--- src/hw/rtl/s4p_pkg.sv ---
// ----------------------------------------------------------------------------
// s4p_pkg
// Shared types and constants for the SOCKS4a request parser.
// ----------------------------------------------------------------------------
package s4p_pkg;

  // Protocol constants
  localparam logic [7:0] SOCKS_VERSION     = 8'h04;
  localparam logic [7:0] SOCKS_CMD_CONNECT = 8'h01;
  localparam logic [7:0] NAME_TERM         = 8'h00;

  // Register reset value
  localparam logic [7:0] MAX_NAME_LEN_RST  = 8'd255;

  // Result kinds
  localparam logic [2:0] KIND_NAME        = 3'd0;
  localparam logic [2:0] KIND_DONE        = 3'd1;
  localparam logic [2:0] KIND_BAD_VERSION = 3'd2;
  localparam logic [2:0] KIND_BAD_COMMAND = 3'd3;
  localparam logic [2:0] KIND_TOO_LONG    = 3'd4;

  // One result item plus its emit flag
  typedef struct packed {
    logic        emit;
    logic [2:0]  kind;
    logic [7:0]  name_byte;
    logic [15:0] port;
    logic [31:0] addr;
  } result_t;

endpackage

--- src/hw/rtl/socks4a_request_parser_core.sv ---
// ----------------------------------------------------------------------------
// socks4a_request_parser_core
// SOCKS4a request header parser, one request byte per item.
//
// Input channel (in_valid, in_stall, data_byte) carries the client's request
// stream. Output channel (out_valid, out_stall, result_kind, name_byte,
// dest_port, dest_addr) carries domain bytes, a done item with port and
// address, or an error item (bad version, bad command, name too long).
// Bytes that produce nothing (command, port, address, user id) are consumed
// silently. The cfg channel writes max_name_len; cfg_ready is always high.
// An accepted byte is captured in the input register, and its result then in
// the result register. Throughput: one byte per cycle while the receiver does
// not stall, set by the combinational parse step between the two registers.
// When the receiver stalls, the result register holds and the held input
// byte waits; in_stall rises only while both are occupied.
// Reset (rst, synchronous) empties both registers, returns the parser to
// expecting a version byte and sets max_name_len to 255.
// ----------------------------------------------------------------------------
module socks4a_request_parser_core import s4p_pkg::*; (
  input  logic        clk,
  input  logic        rst,
  input  logic        in_valid,
  output logic        in_stall,
  input  logic [7:0]  data_byte,
  output logic        out_valid,
  input  logic        out_stall,
  output logic [2:0]  result_kind,
  output logic [7:0]  name_byte,
  output logic [15:0] dest_port,
  output logic [31:0] dest_addr,
  input  logic        cfg_valid,
  output logic        cfg_ready,
  input  logic [7:0]  cfg_data
);

  logic       held_valid;
  logic [7:0] held_byte;
  logic       out_free;
  logic       advance;
  result_t    res;

  assign cfg_ready = 1'b1;
  assign advance   = held_valid && out_free;

  s4p_in_reg u_in_reg (
    .clk        (clk),
    .rst        (rst),
    .in_valid   (in_valid),
    .in_stall   (in_stall),
    .data_byte  (data_byte),
    .advance    (advance),
    .held_valid (held_valid),
    .held_byte  (held_byte)
  );

  s4p_parser u_parser (
    .clk      (clk),
    .rst      (rst),
    .step     (advance),
    .byte_in  (held_byte),
    .cfg_we   (cfg_valid && cfg_ready),
    .cfg_data (cfg_data),
    .res      (res)
  );

  s4p_out_reg u_out_reg (
    .clk         (clk),
    .rst         (rst),
    .advance     (advance),
    .res         (res),
    .out_free    (out_free),
    .out_valid   (out_valid),
    .out_stall   (out_stall),
    .result_kind (result_kind),
    .name_byte   (name_byte),
    .dest_port   (dest_port),
    .dest_addr   (dest_addr)
  );

endmodule

--- src/hw/rtl/s4p_in_reg.sv ---
// ----------------------------------------------------------------------------
// s4p_in_reg
// Input register: holds one request byte until the parser consumes it.
// ----------------------------------------------------------------------------
module s4p_in_reg import s4p_pkg::*; (
  input  logic       clk,
  input  logic       rst,
  input  logic       in_valid,
  output logic       in_stall,
  input  logic [7:0] data_byte,
  input  logic       advance,
  output logic       held_valid,
  output logic [7:0] held_byte
);

  logic accept;

  // Stall while a held item cannot move on
  assign in_stall = held_valid && !advance;
  assign accept   = in_valid && !in_stall;

  // Load a new item, drop the held one once consumed
  always_ff @(posedge clk) begin
    if (rst) begin
      held_valid <= 1'b0;
    end else begin
      held_valid <= accept || (held_valid && !advance);
    end
    if (accept) begin
      held_byte <= data_byte;
    end
  end

endmodule

--- src/hw/rtl/s4p_parser.sv ---
// ----------------------------------------------------------------------------
// s4p_parser
// Header walker: one byte per step, updates parse state and forms a result.
// ----------------------------------------------------------------------------
module s4p_parser import s4p_pkg::*; (
  input  logic       clk,
  input  logic       rst,
  input  logic       step,
  input  logic [7:0] byte_in,
  input  logic       cfg_we,
  input  logic [7:0] cfg_data,
  output result_t    res
);

  typedef enum logic [2:0] {
    PH_VERSION = 3'd0,
    PH_COMMAND = 3'd1,
    PH_PORT    = 3'd2,
    PH_ADDR    = 3'd3,
    PH_USER    = 3'd4,
    PH_DOMAIN  = 3'd5
  } phase_t;

  phase_t      phase, phase_next;
  logic [1:0]  byte_index, byte_index_next;
  logic [15:0] port_reg, port_reg_next;
  logic [31:0] addr_reg, addr_reg_next;
  logic [7:0]  name_count, name_count_next;
  logic [7:0]  max_name_len;
  logic        at_limit;

  assign at_limit = name_count >= max_name_len;

  // Next state and result for the current byte
  always_comb begin
    phase_next      = phase;
    byte_index_next = byte_index;
    port_reg_next   = port_reg;
    addr_reg_next   = addr_reg;
    name_count_next = name_count;
    res             = '0;
    case (phase)
      PH_COMMAND: begin
        if (byte_in != SOCKS_CMD_CONNECT) begin
          phase_next      = PH_VERSION;
          byte_index_next = '0;
          port_reg_next   = '0;
          addr_reg_next   = '0;
          name_count_next = '0;
          res.emit        = 1'b1;
          res.kind        = KIND_BAD_COMMAND;
        end else begin
          phase_next      = PH_PORT;
          byte_index_next = '0;
        end
      end
      PH_PORT: begin
        port_reg_next = {port_reg[7:0], byte_in};
        if (byte_index >= 2'd1) begin
          byte_index_next = '0;
          phase_next      = PH_ADDR;
        end else begin
          byte_index_next = byte_index + 2'd1;
        end
      end
      PH_ADDR: begin
        addr_reg_next = {addr_reg[23:0], byte_in};
        if (byte_index == 2'd3) begin
          byte_index_next = '0;
          name_count_next = '0;
          phase_next      = PH_USER;
        end else begin
          byte_index_next = byte_index + 2'd1;
        end
      end
      PH_USER, PH_DOMAIN: begin
        if (byte_in == NAME_TERM) begin
          name_count_next = '0;
          if (phase == PH_USER) begin
            phase_next = PH_DOMAIN;
          end else begin
            phase_next      = PH_VERSION;
            byte_index_next = '0;
            port_reg_next   = '0;
            addr_reg_next   = '0;
            res.emit        = 1'b1;
            res.kind        = KIND_DONE;
            res.port        = port_reg;
            res.addr        = addr_reg;
          end
        end else if (at_limit) begin
          phase_next      = PH_VERSION;
          byte_index_next = '0;
          port_reg_next   = '0;
          addr_reg_next   = '0;
          name_count_next = '0;
          res.emit        = 1'b1;
          res.kind        = KIND_TOO_LONG;
        end else begin
          name_count_next = name_count + 8'd1;
          if (phase == PH_DOMAIN) begin
            res.emit      = 1'b1;
            res.kind      = KIND_NAME;
            res.name_byte = byte_in;
          end
        end
      end
      default: begin
        // Idle: expect the version byte
        byte_index_next = '0;
        port_reg_next   = '0;
        addr_reg_next   = '0;
        name_count_next = '0;
        if (byte_in != SOCKS_VERSION) begin
          phase_next = PH_VERSION;
          res.emit   = 1'b1;
          res.kind   = KIND_BAD_VERSION;
        end else begin
          phase_next = PH_COMMAND;
        end
      end
    endcase
  end

  // Hold parse state and the limit register
  always_ff @(posedge clk) begin
    if (rst) begin
      phase        <= PH_VERSION;
      byte_index   <= '0;
      port_reg     <= '0;
      addr_reg     <= '0;
      name_count   <= '0;
      max_name_len <= MAX_NAME_LEN_RST;
    end else begin
      if (step) begin
        phase      <= phase_next;
        byte_index <= byte_index_next;
        port_reg   <= port_reg_next;
        addr_reg   <= addr_reg_next;
        name_count <= name_count_next;
      end
      if (cfg_we) begin
        max_name_len <= cfg_data;
      end
    end
  end

endmodule

--- src/hw/rtl/s4p_out_reg.sv ---
// ----------------------------------------------------------------------------
// s4p_out_reg
// Result register: holds one result item until the receiver takes it.
// ----------------------------------------------------------------------------
module s4p_out_reg import s4p_pkg::*; (
  input  logic        clk,
  input  logic        rst,
  input  logic        advance,
  input  result_t     res,
  output logic        out_free,
  output logic        out_valid,
  input  logic        out_stall,
  output logic [2:0]  result_kind,
  output logic [7:0]  name_byte,
  output logic [15:0] dest_port,
  output logic [31:0] dest_addr
);

  // Free when empty or being taken this cycle
  assign out_free = !out_valid || !out_stall;

  // Load on a step that emits, clear once taken
  always_ff @(posedge clk) begin
    if (rst) begin
      out_valid <= 1'b0;
    end else if (advance) begin
      out_valid <= res.emit;
    end else if (!out_stall) begin
      out_valid <= 1'b0;
    end
    if (advance && res.emit) begin
      result_kind <= res.kind;
      name_byte   <= res.name_byte;
      dest_port   <= res.port;
      dest_addr   <= res.addr;
    end
  end

endmodule

--- config.mk ---
export PLATFORM = sky130hd
export DESIGN_NAME = socks4a_request_parser_core
export DESIGN_NICKNAME = d
export VERILOG_FILES = /design/src/hw/rtl/s4p_pkg.sv /design/src/hw/rtl/socks4a_request_parser_core.sv /design/src/hw/rtl/s4p_in_reg.sv /design/src/hw/rtl/s4p_parser.sv /design/src/hw/rtl/s4p_out_reg.sv
export SDC_FILE = /design/constraint.sdc
export NUM_CORES = 1
export LEC_CHECK = 0
export BUFFER_PORTS_ARGS = -buffer_cell sky130_fd_sc_hd__buf_4
export CELL_PAD_IN_SITES_DETAIL_PLACEMENT = 1
export CELL_PAD_IN_SITES_GLOBAL_PLACEMENT = 2
export CORE_UTILIZATION = 40
export DETAILED_ROUTE_END_ITERATION = 8
export PLACE_DENSITY_LB_ADDON = 0.1
export SLEW_MARGIN = 20
export SYNTH_ARGS = -nofsm -noshare
export SYNTH_HDL_FRONTEND = slang
export SYNTH_HIERARCHICAL = 1
export SYNTH_SLANG_ARGS = --single-unit
--- constraint.sdc ---
create_clock -name clk -period 9.96 [get_ports clk]
set_clock_uncertainty 0.1 [all_clocks]
set_input_delay 1.992 -clock clk [delete_from_list [all_inputs] [get_ports clk]]
set_output_delay 1.992 -clock clk [all_outputs]
set_load 0.05 [all_outputs]
# ---- Yosys cells after proc, flatten, opt, wreduce, memory -nomap -nowiden
# Index checks and enable logic that the tools add are counted.
dict set report totals {
  out_inout_bits 62
  in_bits 21
  ff_bits 138
  elab_cells 94
}
dict set report op_classes {
  n_lt_le_gt_ge 2
  n_bitwise 5
  addsub 2
  n_eq_ne 14
  mux 38
  n_reduce_logical 20
}
# cell count
set ops {}
lappend ops {{$mux W32} 4}
lappend ops {{$pmux W32 S4} 1}
lappend ops {{$mux W16} 4}
lappend ops {{$pmux W16 S4} 1}
lappend ops {{$mux W8} 4}
lappend ops {{$pmux W8 S4} 1}
lappend ops {{$mux W4} 5}
lappend ops {{$mux W3} 5}
lappend ops {{$mux W12} 1}
lappend ops {{$mux W2} 6}
lappend ops {{$pmux W3 S4} 1}
lappend ops {{$pmux W4 S3} 1}
lappend ops {{$reduce_and A5 Y1} 2}
lappend ops {{$add A8 B1 Y8 const B} 1}
lappend ops {{$ge A8 B8 Y1} 1}
lappend ops {{$logic_not A8 Y1} 1}
lappend ops {{$ne A2 B1 Y1 const B} 4}
lappend ops {{$ne A8 B1 Y1 const B} 1}
lappend ops {{$ne A8 B3 Y1 const B} 1}
lappend ops {{$reduce_and A4 Y1} 2}
lappend ops {{$eq A3 B2 Y1 const B} 2}
lappend ops {{$eq A3 B3 Y1 const B} 2}
lappend ops {{$pmux W2 S3} 1}
lappend ops {{$not A1 Y1} 5}
lappend ops {{other kinds (14)} 24}

# ---- Longest topological paths before layout
# Gate-level depths: netlist (run 1).
dict set report depth {
  word_depth 8
  mapped_depth 9
  mapped_depth_nobuf 9
}

# ---- Modules after synthesis
# Netlist (run 1), hierarchy kept.
# module n_inst cells_per_inst seq_area_each_um2 area_per_inst_um2
set by_module_without_submodules {}
lappend by_module_without_submodules {s4p_parser 1 441 1381.3 3779.9}
lappend by_module_without_submodules {s4p_out_reg 1 64 1791.7 1824.2}
lappend by_module_without_submodules {s4p_in_reg 1 12 260.2 290.3}
lappend by_module_without_submodules {socks4a_request_parser_core 1 3 0.0 17.5}

# ---- Least setup slack after synthesis (run 1)
# OpenSTA, ideal clock, no wires.
dict set report synth_path {
  path_kind {in2out}
  start {input out_stall}
  end {output in_stall}
  stages 3
  setup_slack_ps 5210
  required_ps 7868
  t_arrival_ps 2658
  path_buffers 0
  path_cell_list {nand2_2 and2_1 nor2b_4}
}
dict set report synth_between {
  elab_chain_len 5
}
# item line
set synth_rtl {}
lappend synth_rtl {{start: declaration} socks4a_request_parser_core.sv:26} ;# input logic out_stall,
lappend synth_rtl {{$logic_not A1 Y1} s4p_out_reg.sv:20} ;# assign out_free = !out_valid || !out_stall;
lappend synth_rtl {{$logic_or A1 B1 Y1} s4p_out_reg.sv:20}
lappend synth_rtl {{$logic_and A1 B1 Y1} socks4a_request_parser_core.sv:43} ;# assign advance = held_valid && out_free;
lappend synth_rtl {{via advance} socks4a_request_parser_core.sv:39} ;# logic advance;
lappend synth_rtl {{$logic_not A1 Y1} s4p_in_reg.sv:19} ;# assign in_stall = held_valid && !advance;
lappend synth_rtl {{$logic_and A1 B1 Y1} s4p_in_reg.sv:19}
lappend synth_rtl {{end: declaration} socks4a_request_parser_core.sv:23} ;# output logic in_stall,
# The timed path passes the listed nets, and every way through them passes these cells.

# ---- Worst setup path after layout (run 1)
dict set report layout_path {
  start {input out_stall}
  end {output in_stall}
}
dict set report layout_between {
  elab_chain_len 5
}
# item line
set layout_rtl {}
lappend layout_rtl {{$logic_not A1 Y1} s4p_out_reg.sv:20}
lappend layout_rtl {{$logic_or A1 B1 Y1} s4p_out_reg.sv:20}
lappend layout_rtl {{via out_free} socks4a_request_parser_core.sv:38} ;# logic out_free;
lappend layout_rtl {{$logic_and A1 B1 Y1} socks4a_request_parser_core.sv:43}
lappend layout_rtl {{via advance} socks4a_request_parser_core.sv:39}
lappend layout_rtl {{$logic_not A1 Y1} s4p_in_reg.sv:19}
lappend layout_rtl {{$logic_and A1 B1 Y1} s4p_in_reg.sv:19}
# The timed path passes the listed nets, and every way through them passes these cells.

==> results.md, run 1 <==
* Count of different cell masters after synthesis at 59
* Cells after DPL at 759
* Area grow syn2layout at 22.2%
* Nets at approximately 630
* Chip height at 124 µm
* First-pass GRT wire length at between 20000 and 25000 µm
* CORE AREA at around 14000 µm²
* Clock-pin slew of the registers on the worst-case setup and hold paths at about 0.050 ns
* GRT Total Usage at 18.2%
* Most frequent cells after synthesis: nand2_1 (112), dfxtp_1 (71), edfxtp_1 (67)
* Post-layout util at roughly 50%
* Post-cts resize count at 0
* Max Fclk at 0.202 GHz
* Synth Register Bits at 138
* Status: complete, no violations
* Asr flop ratio synth at 0%
* Final Total Pwr at 1.43 mW
* PortBufs at between 80 and 90
* Die area at 15300 µm²
* Routed wire length at 12900 µm
* Setup TNS at 0 ns
* Pre-antenna DRT Iters at 4
* Placer's final routability congestion estimate at 0.765
* Number of global-route vias before repair at between 4000 and 5000
* H-tree levels at 4
* Mapped cell area at 5910 µm²
* Setup-failing EPs final at 0
* Power per Cell Area at 198 nW/µm²
* Antenna viol nets, final at 0
* Via/cell ratio at 5.06
* # diodes at 0
* RSZ-0062 raised after global routing: no
* Final hold viol count at 0
* Clock latency on the worst-skew pair at 0.42 ns
* Finished Layout Cells at 791
* Relative slew margins at 32.0%
* Crit path launch: out_stall
* Synth Warn # at 6
* VDD IR-drop max at about 0.1 mV
* Post-synth EDFFs at 67
* Clock Path Buffers at 2
* CTS Root Cell: clkbuf_16
* Post-synth top area share at roughly 34%
* Mapped Avg Cell Area at 11.4 µm²
* Post-Syn Nets at 552
* Post CTS Setup Buffer Count at 0
* CTS hold repair buffers at 0
* Yosys top cell by area: edfxtp_1
* Req. time, crit path at 7.87 ns
* Starting Density at between 40 and 50%
* Via count at 4002
* Initial antenna violation count at 0
* Fin crit period at 4.96 ns
* WL/cell at 16.3 µm
* Post-synthesis cell count at 520
* DRC at 0
* Hold crit path type: flop to flop
* R2r setup slk at 6.58 ns
* FF-to-FF Start: u_in_reg/held_byte[7]
* Critical path class: input port to primary output
* Setup crit end kind: primary output
* Final worst path period share at 49.8%
* Dpl hpwl at 8490 µm
* Layout cells sized above 1 at 23.1%
* Worst slew pin tran at 1.01 ns
* HP Start: u_parser/port_reg[15]
* Crit-path max FO at 9
* CTS tree: yes
* Largest net degree at the start of global routing at 60
* Grt total ovfl at 0
* Pleak at 2.89 nW
* Slew Limit Fails at 0
* Std-Cell Rows at 44
* WP data arrival at between 2 and 3 ns
* IO Count at between 80 and 90
* Detailed Route Iter0 Violations at 209
* Register area share after synthesis at 58.1%
* Most frequent cell after synthesis: nand2_1
* Max-Cap Viols at 0
* CTS Buf Count at 17
* Synth area leaders: edfxtp_1 (34%), dfxtp_1 (24%), mux2i_1 (8.8%), nand2_1 (7.1%), and2_1 (5.7%)
* Clock Sinks at 138
* Startpoint types: input port
* Die X at 124 µm
* Top FF cell, synth: dfxtp_1
-- per-layer routing --
layer	part of all wire (%)	global-route usage, %	routed length [µm]	up-vias
met1	45	22.3	5800	1969
li1	-	-	-	1943
met2	50	31.2	6450	73
met5	0	0	0	-
met4	1.4	6.48	185	0
met3	3.3	4.12	427	17
-- kinds of logic (layout without fill, tap and decap cells) --
family	Yosys count	count (layout)	synth area share (%)
buffers and inverters	47	134	4.40
other	1	1	0.0634
AND/OR/NAND/NOR	222	222	19.2
AO/OA/AOI/OAI	42	42	6.14
adder cells (fa/ha/maj)	11	11	2.33
flip-flops	138	138	58.1
multiplexers	52	52	8.80
XOR/XNOR	7	7	1.04
-- critical path: stages --
cell and delay, ns:
buf_4 0.11, nand2_2 0.07, and2_1 0.41, nor2b_4 0.08, buf_4 0.20
-- stage by stage --
stage          setup slack, ns  hold slack [ns]  cell area (µm²)
2_1_floorplan             5.21            0.330             5910
3_3_place_gp              5.04            0.340             6610
3_5_place_dp              5.00            0.348             6610
4_1_cts                   4.99            0.362             7210
5_1_grt                   4.95            0.386             7230
6_report                  5.00            0.360             7230
-- power by group --
group          internal (mW)  total [mW]  switching (mW)  leakage [nW]
Sequential             0.618       0.631          0.0128          1.23
Clock                  0.416       0.653           0.237         0.285
Combinational         0.0458       0.149           0.103          1.38
-- area by class of cell --
cell class | count | area (µm²)
Tap cell | 184 | 230
Timing Repair Buffer | 88 | 668
Multi-Input combinational cell | 335 | 2230
Inverter | 15 | 56.3
Clock inverter | 12 | 174
Fill cell | 1594 | 7250
Clock buffer | 19 | 433
Sequential cell | 138 | 3430
-- worst paths after layout --
check / endpoint / cells after the start
min reg2reg: u_parser/port_reg[15] / 2
max: in_stall / 5
min: u_parser/port_reg[15] / 2
max reg2reg: u_parser/addr_reg[15] / 4
-- cells in the final DEF, fill, tap and decap left out, types with 5 or more instances in the layout --
cell | synthesis | final
and2_1 | 54 | 53
xnor2_1 | 7 | 7
dfxtp_1 | 71 | 71
clkbuf_16 | 0 | 17
edfxtp_1 | 67 | 67
inv_1 | 15 | 14
nand2_1 | 112 | 112
nor3_1 | 15 | 14
mux2i_1 | 52 | 52
nor2_1 | 5 | 5
ha_1 | 11 | 11
buf_4 | 1 | 87
o211ai_1 | 10 | 10
(Power assumes the default switching activity.)
==> run 2, diff against run 1 <==
- CORE_UTILIZATION: 40 -> 38
- clock period: 9.96 -> 4.9 ns (I/O delays scaled with it)
==> results.md, run 2 (synthesis gave the netlist of run 1 again) <==
* Post-layout util at 47.3%
* Pleak at roughly 2.9 nW
* Final hold viol count at 0
* Crit path launch: u_in_reg/held_byte[7]
* Worst slew pin tran at ~1 ns
* Final Total Pwr at roughly 2.8 mW
* VDD IR-drop max at 0.231 mV
* Post CTS Setup Buffer Count at 0
* FF-to-FF Start: u_in_reg/held_byte[7]
* Layout cells sized above 1 at around 23%
* Routed wire length at 13000 µm
* Setup-failing EPs final at 0
* Clock Path Buffers at 2
* Chip height at between 100 and 150 µm
* Clock-pin slew of the registers on the worst-case setup and hold paths at 0.06 ns
* IO Count at 83
* Hold crit path type: flop to flop
* Pre-antenna DRT Iters at 4
* Slew Limit Fails at 0
* Via/cell ratio at 5.00
* Nets at roughly 630
* Setup crit end kind: flop
* CORE AREA at 15200 µm²
* WL/cell at 16.3 µm
* First-pass GRT wire length at about 22000 µm
* Largest net degree at the start of global routing at 58
* Die area at 16100 µm²
* Power per Cell Area at 392 nW/µm²
* CTS tree: yes
* Relative slew margins at roughly a third
* H-tree levels at 4
* Final worst path period share at 66.4%
* # diodes at 0
* PortBufs at 81
* CTS hold repair buffers at 0
* Initial antenna violation count at 0
* Starting Density at 38.9%
* Bufs and invs on worst path at 0
* Max Fclk at 0.307 GHz
* Most common cell after layout, fill and taps aside: nand2_1
* GRT Total Usage at 17.6%
* Max incr delay on CP at 0.85 ns
* HP Start: u_parser/port_reg[8]
* Delay-heaviest family, CP: compound AO/OA/AOI/OAI gates
* Final worst slack at 1.65 ns
* Grt total ovfl at 0
* Clock Sinks at 138
* Crit-path cells: or4_4 > o41ai_2 > a211o_2 > mux2i_1
* DRC at 0
* Fin crit period at 3.25 ns
* WP data arrival at approximately 3.5 ns
* Antenna viol nets, final at 0
* CTS Root Cell: clkbuf_16
* Crit-path max FO at 32
* RSZ-0062 raised after global routing: no
* Max-Cap Viols at 0
* Dpl hpwl at 8640 µm
* Clock latency on the worst-skew pair at 0.42 ns
* Setup TNS at 0 ns
* Area grow syn2layout at 21.8%
* Worst hold slack at 0.358 ns
* Status: complete, no violations
* Req. time, crit path at 5.14 ns
* Pre-CTS setup slack at 1.65 ns
* Detailed Route Iter0 Violations at about 180
* Critical-path top delay cell: o41ai_2
* Post-cts resize count at 0
* Via count at 3977
* Critical path class: flop to flop
* Startpoint types: flop
* Number of global-route vias before repair at around 4100
* CTS Buf Count at 17
* Die X at about 130 µm
* Placer's final routability congestion estimate at a little under 0.8
* Most frequent cells in the layout: nand2_1 (112), buf_4 (87), dfxtp_1 (71), edfxtp_1 (67), and2_1 (53)
* Std-Cell Rows at 45
-- run 2: cell types whose count changed in the layout (fill, tap and decap cells not counted), sizes merged --
cell and change:
clkinvlp -3, clkbuf +4, clkinv +2, bufinv -2
-- run 2: final timing paths --
| kind | to | slack, ns | cells past startpoint |
|---|---|---|---|
| worst max-delay path | u_parser/addr_reg[24] | 1.65 | 4 |
| worst min-delay path | u_parser/port_reg[8] | 0.36 | 2 |
| worst max register to register | u_parser/addr_reg[24] | 1.65 | 4 |
| worst min register to register | u_parser/port_reg[8] | 0.36 | 2 |
-- run 2: final cells by class --
type	instances	area, µm²
Clock buffer	23	468
Timing Repair Buffer	88	664
Tap cell	188	235
Clock inverter	9	97.6
Sequential cell	138	3430
Fill cell	1634	8000
Inverter	15	56.3
Multi-Input combinational cell	335	2240
-- run 2: routing by layer --
layer	track usage [%]	up-vias	wire, µm
li1	-	1962	-
met1	22.1	1920	6010
met2	28.8	74	6230
met3	4.43	21	462
met4	7.56	0	248
met5	0	-	0
-- run 2: where the power goes --
part	internal (mW)	switching, mW
Clock	0.770	0.468
Combinational	0.0926	0.210
Sequential	1.26	0.0264
Total	2.12	0.705
-- run 2: worst register-to-register path, stage by stage (launching register included) --
cell,delay (ns)
edfxtp_1,0.42
or4_4,0.63
o41ai_2,0.85
a211o_2,0.85
mux2i_1,0.32
-- run 2: metrics by stage --
| stage | area, µm² | std cells |
|---|---|---|
| global placement | 6620 | 763 |
| CTS | 7190 | 796 |
| floorplan | 5910 | 520 |
| global route | 7200 | 796 |
| detailed placement | 6630 | 764 |
| finish | 7200 | 796 |
==> run 3, diff against run 2 <==
- ABC_AREA: not set -> 1
- CORE_UTILIZATION: 38 -> 34
- clock period: 4.9 -> 3.2 ns (I/O delays scaled with it)
==> results.md, run 3 <==
* Post CTS Setup Buffer Count at 0
* HP Start: data_byte[6]
* Max-Cap Viols at 0
* Die X at 133 µm
* Clock Path Buffers at 2
* CTS Buf Count at 17
* Placer's final routability congestion estimate at 0.768
* CORE AREA at 16600 µm²
* Dpl hpwl at 9460 µm
* Layout cells sized above 1 at 18.4%
* Top FF cell, synth: dfxtp_1
* IO Count at 83
* Most frequent cell after synthesis: nor2_1
* Pre-CTS setup slack at between 0.5 and 0.6 ns
* Std-Cell Rows at 47
* Pleak at 3.21 nW
* Design Area, Final at 7200 µm²
* VDD IR-drop max at 0.346 mV
* RSZ-0062 raised after global routing: no
* Reg2reg end: u_parser/addr_reg[9]
* Initial antenna violation count at 0
* Synth area leaders: edfxtp_1 (35%), dfxtp_1 (24%), nor2_1 (9.4%), nand2_1 (7.0%), inv_1 (6.4%)
* Clock-pin slew of the registers on the worst-case setup and hold paths at 0.06 ns
* Hold Path Sink: u_in_reg/held_byte[6]
* Critical path class: flop to flop
* Routed wire length at 14200 µm
* Mapped Avg Cell Area at 8.76 µm²
* Post-synth EDFFs at between 60 and 70
* Largest net degree at the start of global routing at 65
* H-tree levels at 4
* Worst hold slack at 0.302 ns
* Most frequent cells after synthesis: nor2_1 (146), nand2_1 (109), inv_1 (99)
* WL/cell at 14.5 µm
* Crit path launch: u_parser/max_name_len[7]
* Final hold viol count at 0
* FF-to-FF Start: u_parser/max_name_len[7]
* Post-synth top area share at 34.6%
* Power per Cell Area at ~650 nW/µm²
* Finished Layout Cells at 976
* Cells after DPL at around 940
* # diodes at 0
* Req. time, crit path at 3.39 ns
* Crit-path max FO at 64
* Detailed Route Iter0 Violations at 208
* Clock Sinks at around 140
* R2r setup slk at between 0.4 and 0.5 ns
* CTS Root Cell: clkbuf_16
* Post-synthesis cell count at roughly 660
* Relative slew margins at 39.1%
* Via count at 4447
* Setup crit end kind: flop
* Max Fclk at roughly 0.37 GHz
* Final worst slack at 0.472 ns
* Die area at 17600 µm²
* Yosys top cell by area: edfxtp_1
* Register area share after synthesis at 59.0%
* Asr flop ratio synth at 0%
* Chip height at 133 µm
* CTS hold repair buffers at 0
* Fin crit period at approximately 2.7 ns
* Final worst path period share at 85.3%
* Area grow syn2layout at 23.7%
* Synth Register Bits at 138
* Worst slew pin tran at 0.911 ns
* First-pass GRT wire length at 23200 µm
* WP data arrival at 2.92 ns
* CTS tree: yes
* Most frequent cells in the layout: nor2_1 (146), nand2_1 (108), inv_1 (98), buf_4 (85), dfxtp_1 (71)
* Starting Density at between 30% and 40%
* Post-Syn Nets at 696
* Number of global-route vias before repair at between 4000 and 5000
* Synth Warn # at 6
* Most common cell after layout, fill and taps aside: nor2_1
* Mapped cell area at approximately 5800 µm²
* Clock latency on the worst-skew pair at 0.41 ns
* Setup-failing EPs final at 0
* Pre-antenna DRT Iters at 4
* Via/cell ratio at 4.56
* Dpl cell area at between 6000 and 7000 µm²
* Status: complete, no violations
* Grt total ovfl at 0
* Count of different cell masters after synthesis at 32
* Hold crit path type: input port to flop
* Slew Limit Fails at 0
* R2R cell count at 9
* GRT Total Usage at 17.0%
* Startpoint types: flop
* Post-cts resize count at 0
* Worst hold stages at 1
* Nets at 775
* PortBufs at 81
* DRC at 0
* Antenna viol nets, final at 0
* Setup TNS at 0 ns
-- run 3: area by class of cell --
type | instances | area [µm²]
multi-input cells | 395 | 1860
fillers | 1953 | 9440
clock buffers | 17 | 425
inverters | 105 | 394
flip-flops and latches | 138 | 3430
clock inverters | 15 | 150
well taps | 220 | 275
repair buffers | 86 | 658
-- run 3: logic make-up (layout without fill, tap and decap cells) --
family                     count (synthesis)  in the layout  synth area share (%)
xor gates and xnor gates                   2              2                 0.301
buffers and inverters                    131            223                  9.03
adders and majority gates                 11             11                  2.37
AOI/OAI and AO/OA                         87             87                  8.17
DFF                                      138            138                  59.0
other                                      1              1                0.0645
and+or+nand+nor                          294            294                  21.1
-- run 3: how the worst max path moves through the flow --
stage	endpoint	slack [ns]	cells past startpoint
final	u_parser/addr_reg[9]	0.47	9
after floorplan	u_out_reg/dest_addr[0]	0.05	10
after CTS	u_parser/addr_reg[9]	0.44	9
after detailed placement	u_parser/addr_reg[0]	0.51	9
after global placement	u_parser/addr_reg[6]	0.60	9
after global routing	u_parser/addr_reg[3]	0.23	9
-- run 3: metal layers --
metal | routed length [µm] | track usage, %
met3 | 446 | 4.10
met2 | 6710 | 28.1
met5 | 0 | 0
met1 | 6880 | 22.0
met4 | 138 | 4.98
-- run 3: critical path, stage by stage, from the launching register on --
cell and delay, ns:
dfxtp_1 0.31, inv_1 0.05, ha_1 0.29, nand2_1 0.07
nor2_1 0.17, nand4_1 0.19, nand4_4 0.19, nand4_4 0.69
o21bai_1 0.46, nor2_1 0.07
-- run 3: metrics by stage --
stage,power [mW],utilization (%)
after floorplan,2.60,-
after global placement,2.79,39.8
after detailed placement,2.81,39.8
after CTS,4.76,43.3
after global routing,4.90,43.3
final,4.68,43.3
-- run 3: report_power, final --
group / internal, mW / switching (mW)
Sequential: 2.00 / 0.0546
Clock: 1.15 / 0.774
Combinational: 0.203 / 0.505
